$ cat src/design/motion_event_gate_unit_defines.svh
// Assertion helpers used by meg_back.
`ifndef MOTION_EVENT_GATE_UNIT_DEFINES_SVH
`define MOTION_EVENT_GATE_UNIT_DEFINES_SVH

// Same-cycle implication, checked outside reset.
`define MEG_ASSERT_NOW(lbl, ante, cons, msg) \
  lbl: assert property (@(posedge clk) disable iff (rst) (ante) |-> (cons)) \
    else $error(msg);

// Next-cycle implication, checked outside reset.
`define MEG_ASSERT_NEXT(lbl, ante, cons, msg) \
  lbl: assert property (@(posedge clk) disable iff (rst) (ante) |=> (cons)) \
    else $error(msg);

`endif

$ cat src/design/meg_pkg.sv
package meg_pkg;

  localparam int unsigned CLASS_W = 3;

  localparam logic [CLASS_W-1:0] CLS_IDLE  = 3'd0;
  localparam logic [CLASS_W-1:0] CLS_ACCEL = 3'd1;
  localparam logic [CLASS_W-1:0] CLS_BRAKE = 3'd2;
  localparam logic [CLASS_W-1:0] CLS_LEFT  = 3'd3;
  localparam logic [CLASS_W-1:0] CLS_RIGHT = 3'd4;

  localparam logic [2:0] REG_SPEEDUP = 3'd0;
  localparam logic [2:0] REG_BRAKE   = 3'd1;
  localparam logic [2:0] REG_TURN    = 3'd2;
  localparam logic [2:0] REG_INVERT  = 3'd3;
  localparam logic [2:0] REG_COOL    = 3'd4;
  localparam logic [2:0] REG_DWELL   = 3'd5;

  typedef struct packed {
    logic signed [15:0] speedup_threshold;
    logic signed [15:0] brake_threshold;
    logic [14:0]        turn_threshold;
    logic               yaw_flip;
    logic [31:0]        refire_gap;
    logic [31:0]        rearm_dwell;
  } cfg_regs_t;

  // One classified sample waiting for the gate.
  typedef struct packed {
    logic [CLASS_W-1:0] motion_class;
    logic [31:0]        now_ms;
  } queue_entry_t;

endpackage

$ cat src/design/meg_front.sv
module meg_front (
  input  meg_pkg::cfg_regs_t    cfg,
  input  logic                  s_axis_tvalid,
  input  logic [63:0]           s_axis_tdata,
  input  logic                  q_full,
  output logic                  s_axis_tready,
  output logic                  q_push,
  output meg_pkg::queue_entry_t q_entry
);
  import meg_pkg::*;

  logic signed [15:0] fwd;
  logic signed [15:0] yaw_raw;
  logic signed [15:0] yaw;
  logic signed [16:0] neg_turn;
  logic signed [16:0] pos_turn;
  logic signed [16:0] yaw_ext;
  logic [CLASS_W-1:0] cls;

  assign fwd     = s_axis_tdata[15:0];
  assign yaw_raw = s_axis_tdata[31:16];

  // negating the most negative count saturates
  always_comb begin
    if (!cfg.yaw_flip) begin
      yaw = yaw_raw;
    end else if (yaw_raw == 16'sh8000) begin
      yaw = 16'sh7fff;
    end else begin
      yaw = -yaw_raw;
    end
  end

  assign pos_turn = signed'({2'b00, cfg.turn_threshold});
  assign neg_turn = -pos_turn;
  assign yaw_ext  = 17'(yaw);

  always_comb begin
    priority if (yaw_ext < neg_turn) begin
      cls = CLS_LEFT;
    end else if (yaw_ext > pos_turn) begin
      cls = CLS_RIGHT;
    end else if (fwd > cfg.speedup_threshold) begin
      cls = CLS_ACCEL;
    end else if (fwd < cfg.brake_threshold) begin
      cls = CLS_BRAKE;
    end else begin
      cls = CLS_IDLE;
    end
  end

  assign s_axis_tready        = !q_full;
  assign q_push               = s_axis_tvalid && !q_full;
  assign q_entry.motion_class = cls;
  assign q_entry.now_ms       = s_axis_tdata[63:32];

endmodule

$ cat src/design/meg_queue.sv
module meg_queue (
  input  logic                  clk,
  input  logic                  rst,
  input  logic                  push,
  input  meg_pkg::queue_entry_t push_entry,
  input  logic                  pop,
  output logic                  full,
  output logic                  not_empty,
  output meg_pkg::queue_entry_t head
);
  import meg_pkg::*;

  queue_entry_t slots [2];
  logic       wr_ptr;
  logic       rd_ptr;
  logic [1:0] count;

  always_ff @(posedge clk) begin
    if (push) begin
      slots[wr_ptr] <= push_entry;
    end
  end

  always_ff @(posedge clk) begin
    if (rst) begin
      wr_ptr <= 1'b0;
      rd_ptr <= 1'b0;
      count  <= 2'd0;
    end else begin
      if (push) begin
        wr_ptr <= !wr_ptr;
      end
      if (pop) begin
        rd_ptr <= !rd_ptr;
      end
      unique case ({push, pop})
        2'b10:   count <= count + 2'd1;
        2'b01:   count <= count - 2'd1;
        default: count <= count;
      endcase
    end
  end

  assign full      = (count == 2'd2);
  assign not_empty = (count != 2'd0);
  assign head      = slots[rd_ptr];

endmodule

$ cat src/design/meg_back.sv
`include "motion_event_gate_unit_defines.svh"

module meg_back (
  input  logic                  clk,
  input  logic                  rst,
  input  meg_pkg::cfg_regs_t    cfg,
  input  logic                  q_not_empty,
  input  meg_pkg::queue_entry_t q_head,
  output logic                  q_pop,
  output logic                  m_axis_tvalid,
  input  logic                  m_axis_tready,
  output logic [7:0]            m_axis_tdata
);
  import meg_pkg::*;

  logic               armed_flag;
  logic               armed_flag_next;
  logic [31:0]        last_trigger_time;
  logic [31:0]        idle_start_time;
  logic               idle_valid;
  logic               is_idle;
  logic               cool_ok;
  logic               dwell_ok;
  logic               fire;
  logic [31:0]        idle_base;
  logic [CLASS_W-1:0] out_class;
  logic               out_trig;
  logic               out_armed;

  assign q_pop = q_not_empty && (!m_axis_tvalid || m_axis_tready);

  assign is_idle   = (q_head.motion_class == CLS_IDLE);
  assign cool_ok   = (q_head.now_ms - last_trigger_time) >= cfg.refire_gap;
  // a fresh idle run starts at this very sample
  assign idle_base = idle_valid ? idle_start_time : q_head.now_ms;
  assign dwell_ok  = (q_head.now_ms - idle_base) >= cfg.rearm_dwell;
  assign fire      = armed_flag && cool_ok && !is_idle;

  always_comb begin
    armed_flag_next = armed_flag;
    if (fire) begin
      armed_flag_next = 1'b0;
    end else if (is_idle && !armed_flag && dwell_ok) begin
      armed_flag_next = 1'b1;
    end
  end

  always_ff @(posedge clk) begin
    if (rst) begin
      armed_flag        <= 1'b1;
      last_trigger_time <= 32'd0;
      idle_start_time   <= 32'd0;
      idle_valid        <= 1'b0;
      m_axis_tvalid     <= 1'b0;
    end else begin
      if (q_pop) begin
        armed_flag <= armed_flag_next;
        if (fire) begin
          last_trigger_time <= q_head.now_ms;
          idle_valid        <= 1'b0;
        end else if (is_idle) begin
          idle_start_time <= idle_base;
          idle_valid      <= 1'b1;
        end else begin
          idle_valid <= 1'b0;
        end
        m_axis_tvalid <= 1'b1;
      end else if (m_axis_tready) begin
        m_axis_tvalid <= 1'b0;
      end
    end
  end

  always_ff @(posedge clk) begin
    if (q_pop) begin
      out_class <= q_head.motion_class;
      out_trig  <= fire;
      out_armed <= armed_flag_next;
    end
  end

  assign m_axis_tdata = {3'b000, out_armed, out_trig, out_class};

  `MEG_ASSERT_NOW(a_trig_disarms, m_axis_tvalid && out_trig, !out_armed, "trigger left gate armed")
  `MEG_ASSERT_NOW(a_trig_not_idle, m_axis_tvalid && out_trig, out_class != CLS_IDLE, "idle fired")
  `MEG_ASSERT_NEXT(a_fire_clears, q_pop && fire, !armed_flag && !idle_valid, "fire kept state")
  `MEG_ASSERT_NEXT(a_pop_shows, q_pop, m_axis_tvalid, "popped sample not presented")

endmodule

$ cat src/design/motion_event_gate_unit.sv
// Motion event gate. Each input word is one IMU sample (forward accel, yaw rate,
// ms timestamp); each output word is its class, trigger flag and armed state.
// Exactly one output word per input word, in order. Throughput is one word per
// clock while the master side accepts; a word that is taken passes through the
// two-entry queue between the classifier and the gate logic and then the output
// register before it appears on the master side. Configuration writes are always
// accepted and should be made only while no word is in flight.
module motion_event_gate_unit (
  input  logic        clk,
  input  logic        rst,
  input  logic        s_axis_tvalid,
  output logic        s_axis_tready,
  // fwd_accel[15:0], yaw_rate[31:16], now_ms[63:32]
  input  logic [63:0] s_axis_tdata,
  output logic        m_axis_tvalid,
  input  logic        m_axis_tready,
  // motion_class[2:0], triggered[3], armed[4], zero[7:5]
  output logic [7:0]  m_axis_tdata,
  input  logic        cfg_valid,
  output logic        cfg_ready,
  input  logic [2:0]  cfg_index,
  input  logic [31:0] cfg_data
);
  import meg_pkg::*;

  cfg_regs_t    cfg;
  queue_entry_t push_entry;
  queue_entry_t head;
  logic         push;
  logic         pop;
  logic         full;
  logic         not_empty;

  assign cfg_ready = 1'b1;

  always_ff @(posedge clk) begin
    if (rst) begin
      cfg.speedup_threshold <= 16'sd1671;
      cfg.brake_threshold   <= -16'sd1671;
      cfg.turn_threshold    <= 15'd655;
      cfg.yaw_flip          <= 1'b0;
      cfg.refire_gap        <= 32'd3000;
      cfg.rearm_dwell       <= 32'd500;
    end else if (cfg_valid) begin
      unique case (cfg_index)
        REG_SPEEDUP: cfg.speedup_threshold <= cfg_data[15:0];
        REG_BRAKE:   cfg.brake_threshold   <= cfg_data[15:0];
        REG_TURN:    cfg.turn_threshold    <= cfg_data[14:0];
        REG_INVERT:  cfg.yaw_flip          <= cfg_data[0];
        REG_COOL:    cfg.refire_gap        <= cfg_data;
        REG_DWELL:   cfg.rearm_dwell       <= cfg_data;
        default:     cfg                   <= cfg;
      endcase
    end
  end

  meg_front u_front (
    .cfg           (cfg),
    .s_axis_tvalid (s_axis_tvalid),
    .s_axis_tdata  (s_axis_tdata),
    .q_full        (full),
    .s_axis_tready (s_axis_tready),
    .q_push        (push),
    .q_entry       (push_entry)
  );

  meg_queue u_queue (
    .clk        (clk),
    .rst        (rst),
    .push       (push),
    .push_entry (push_entry),
    .pop        (pop),
    .full       (full),
    .not_empty  (not_empty),
    .head       (head)
  );

  meg_back u_back (
    .clk           (clk),
    .rst           (rst),
    .cfg           (cfg),
    .q_not_empty   (not_empty),
    .q_head        (head),
    .q_pop         (pop),
    .m_axis_tvalid (m_axis_tvalid),
    .m_axis_tready (m_axis_tready),
    .m_axis_tdata  (m_axis_tdata)
  );

endmodule
$ cat config.mk
export PLATFORM = sky130hd
export DESIGN_NAME = motion_event_gate_unit
export DESIGN_NICKNAME = d
export VERILOG_FILES = /design/src/design/meg_pkg.sv /design/src/design/meg_front.sv /design/src/design/meg_queue.sv /design/src/design/meg_back.sv /design/src/design/motion_event_gate_unit.sv
export VERILOG_INCLUDE_DIRS = /design/src /design/src/design
export SDC_FILE = /design/constraint.sdc
export NUM_CORES = 1
export LEC_CHECK = 0
export ABC_AREA = 1
export BUFFER_PORTS_ARGS = -buffer_cell sky130_fd_sc_hd__buf_2
export CAP_MARGIN = 20
export CORE_MARGIN = 5
export CORE_UTILIZATION = 62
export DETAILED_ROUTE_END_ITERATION = 10
export PLACE_DENSITY = 0.81
export SLEW_MARGIN = 5
export SYNTH_ARGS = -nofsm -noshare
export SYNTH_HDL_FRONTEND = slang
export SYNTH_SLANG_ARGS = --single-unit
$ cat constraint.sdc
create_clock -name clk -period 6.1 [get_ports clk]
set_input_delay 0.305 -clock clk [delete_from_list [all_inputs] [get_ports clk]]
set_output_delay 0.305 -clock clk [all_outputs]
set_load 0.1 [all_outputs]
==> impl_metrics.json <==
{
  "rsz0062_at_grt": "false",
  "root_buffer": "clkbuf_16",
  "antenna_found_initial": 0,
  "yosysSeqAreaShare_pct": 33.9,
  "ios": 115,
  "ir_drop_mv": 0.350,
  "power_density_nw_per_um2": 601,
  "grt_pass1_wl_mm": 78.7,
  "critPathMaxFanout": 33,
  "dieArea_sq_um": 31700,
  "setup_viol_count_final": 0,
  "yosys_warnings": 0,
  "async_reset_ff_share_pct": 0,
  "cts.path.max_buffers": 3,
  "synth-edff-count": 75,
  "drt_iter0_drc": 1439,
  "drive_gt1_share_pct": 8.38,
  "clk_latency_ps": 540,
  "cts_max_level": 1,
  "syn_area_per_cell_sq_um": 7.28,
  "cts_made_buffers": 28,
  "initial_utilization_pct": 62.9,
  "synth.cell_area_sq_um": 17500,
  "status": "completed",
  "worstMarginPinSlew_ps": 999,
  "crit_type": "flip-flop to flip-flop",
  "drc": 0,
  "endpoint_kind": "flip-flop",
  "skew_ps": 16.9,
  "relSlewSlack_pct": 33.2,
  "power.leakage_nw": 9.24,
  "grt.overflow.total": 0,
  "area_growth_pct": 11.7,
  "rows": 61,
  "fin_crit_ps": 5060,
  "ant_nets": 0,
  "critPathLaunchType": "flip-flop",
  "grt_use_total_pct": 30.7,
  "vias": 16300,
  "diodes": 0,
  "die_y_um": 178,
  "drv_cap": 0,
  "place_hpwl_mm": 38.0,
  "fin_crit_sh_pct": 83.0,
  "fmax_mhz": 198,
  "synth_cells": 2406,
  "cts_tree": "yes",
  "core_area_sq_um": 27900,
  "ctsResizeCount": 0,
  "numClockSinks": 259,
  "worstPathArrival_ps": 5520,
  "grt_max_degree": 104,
  "crit_required_ps": 6560,
  "ys_seq_elements": 259,
  "gp_congestion": 1.04,
  "fillers": 2343,
  "io_buffers": 110,
  "fp.dieW_um": 178,
  "drt_wl_total_mm": 49.4,
  "grt_pass1_vias": 15500,
  "drv_slew": 0,
  "hold_class": "input port to flip-flop",
  "fin_tns_setup_ps": 0,
  "via_per_inst": 5.62,
  "nets": 2807,
  "hold_viol_final": 0,
  "synth_flop_cell": "dfxtp_1",
  "dr.pass1.iters": 5,
  "power.total_mw": 11.8,
  "cts.reportedPaths.clkPinSlew_ps": 60,
  "wire_per_inst_um": 17.0,
  "ys_types": 41
}
placed cells by master (no fill, tap or decap), drive strengths merged:
cell,Yosys,layout
a21oi,231,231
xnor2,12,12
nand4,62,62
inv,357,356
conb,2,4
clkinv,11,23
nand3,83,83
dlygate4sd3,0,32
a211oi,34,34
nand2,522,522
clkinvlp,0,2
xor2,56,56
edfxtp,75,75
bufinv,0,4
nor4,3,3
nor3b,2,2
a21boi,5,5
o211ai,35,35
dfxtp,184,184
o21bai,4,4
nor2,235,235
a21o,13,13
fa,2,2
nor3,20,20
ha,192,192
a31oi,15,15
buf,25,122
o21ai,143,143
mux2i,2,2
nand3b,5,5
or2,6,6
o21a,10,10
clkbuf,58,34
o31ai,2,2
through the flow:
stage,util [%],setup WS (ps),cells,instance area (sq um),hold slack [ps]
after global routing,70.2,606,2908,19600,81.9
final,70.2,1040,2908,19600,68.6
after detailed placement,65.7,1170,2825,18300,453
after global placement,65.7,1280,2825,18300,436
after CTS,70.2,1110,2908,19600,60.9
after floorplan,-,2310,2408,17500,404
cell type report:
type                    instances  area, sq um  share of cell area, %
clock buffers                  34          764                   3.91
clock inverters                17          191                  0.978
inverters                     368         1380                   7.07
multi-input cells            1698         9860                   50.4
flip-flops and latches        259         5940                   30.3
well taps                     378          473                   2.42
repair buffers                154          961                   4.91
repair_timing:
item,CTS,global route
hold buffers,32,0
setup buffers,0,0
endpoints found under the hold margin,64,0
Yosys cell counts, types with 3 or more instances:
cell type | number | area, sq um
inv_2 | 4 | 15.0
a21o_1 | 13 | 97.6
o21ai_1 | 5 | 25.0
a21boi_0 | 4 | 30.0
clkinv_1 | 11 | 41.3
nand4_1 | 62 | 388
clkbuf_1 | 58 | 218
edfxtp_1 | 75 | 2250
buf_2 | 7 | 35.0
nor4_1 | 3 | 18.8
nand3_1 | 80 | 400
a31oi_1 | 15 | 93.8
buf_4 | 16 | 120
a21oi_1 | 231 | 1160
o211ai_1 | 35 | 263
a211oi_2 | 28 | 350
inv_1 | 353 | 1330
ha_1 | 192 | 2400
nand2_1 | 522 | 1960
xnor2_1 | 12 | 105
nor3_1 | 20 | 100
o21a_1 | 10 | 75.1
or2_1 | 4 | 25.0
a211oi_1 | 6 | 45.0
xor2_1 | 56 | 490
dfxtp_1 | 184 | 3680
o21bai_1 | 4 | 30.0
nor2_1 | 233 | 875
o21ai_0 | 138 | 691
nand3b_1 | 5 | 37.5
nand3_2 | 3 | 30.0
flip-flops by register name (all words and copies together) (netlist names), named ones only:
name and cells:
u_back.last_trigger_time 32, u_back.armed_flag 1, u_back.out_class 3, u_queue.slots 70, u_queue.rd_ptr 1, u_back.m_axis_tvalid 1, cfg 112, u_queue.wr_ptr 1
u_back.out_trig 1, u_back.idle_start_time 32, u_back.idle_valid 1, u_back.out_armed 1, u_queue.count 2
routing by layer:
layer  part of all wire [%]  global-route usage (%)  vias to the layer above
met1                     46                    44.3                     7509
met2                     44                    49.4                      601
met5                      0                       0                        -
met3                    7.3                    3.07                       87
li1                       -                       -                     8132
met4                    2.9                    8.25                        0
final timing paths:
path                       from                           end  cells after the start  slack (ps)
setup / recovery      flip-flop  u_back.last_trigger_time[24]                     24        1040
hold / removal    s_axis_tvalid                u_queue.wr_ptr                      3          70
hold reg to reg        cfg[100]                      cfg[100]                      2         460
setup reg to reg      flip-flop  u_back.last_trigger_time[24]                     24        1040
power breakdown:
part	switching (mW)	leakage (nW)	internal, mW
Sequential	0.0877	2.20	2.02
Clock	0.696	0.471	1.06
Combinational	5.29	6.56	2.62
critical path: stages, from the launching register on:
cell and delay (ps):
dfxtp_1 460, inv_2 290, nand2_1 130, nand2_1 110, ha_1 480, nand2_1 150, nor2_1 150, inv_1 90
nor3_1 440, nand3_1 190, nand2_1 200, nand2_1 70, nand2_1 90, xor2_1 90, ha_1 310, nand2_1 70
nor2_1 140, nand4_1 120, nor2_1 150, nand4_1 110, nand3_2 120, nand3_2 580, nand2_1 220, inv_1 60
nor2_1 140
kinds of logic after synthesis:
logic type / count (synthesis) / synth area share [%]
other: 2 / 0.0429
DFF: 259 / 33.9
and+or+nand+nor: 938 / 22.1
muxes: 2 / 0.114
xor gates and xnor gates: 68 / 3.40
buffers and inverters: 451 / 10.1
adders and majority gates: 194 / 13.9
AOI/OAI and AO/OA: 492 / 16.4
No activity file was read; power rests on OpenSTA's default activity.
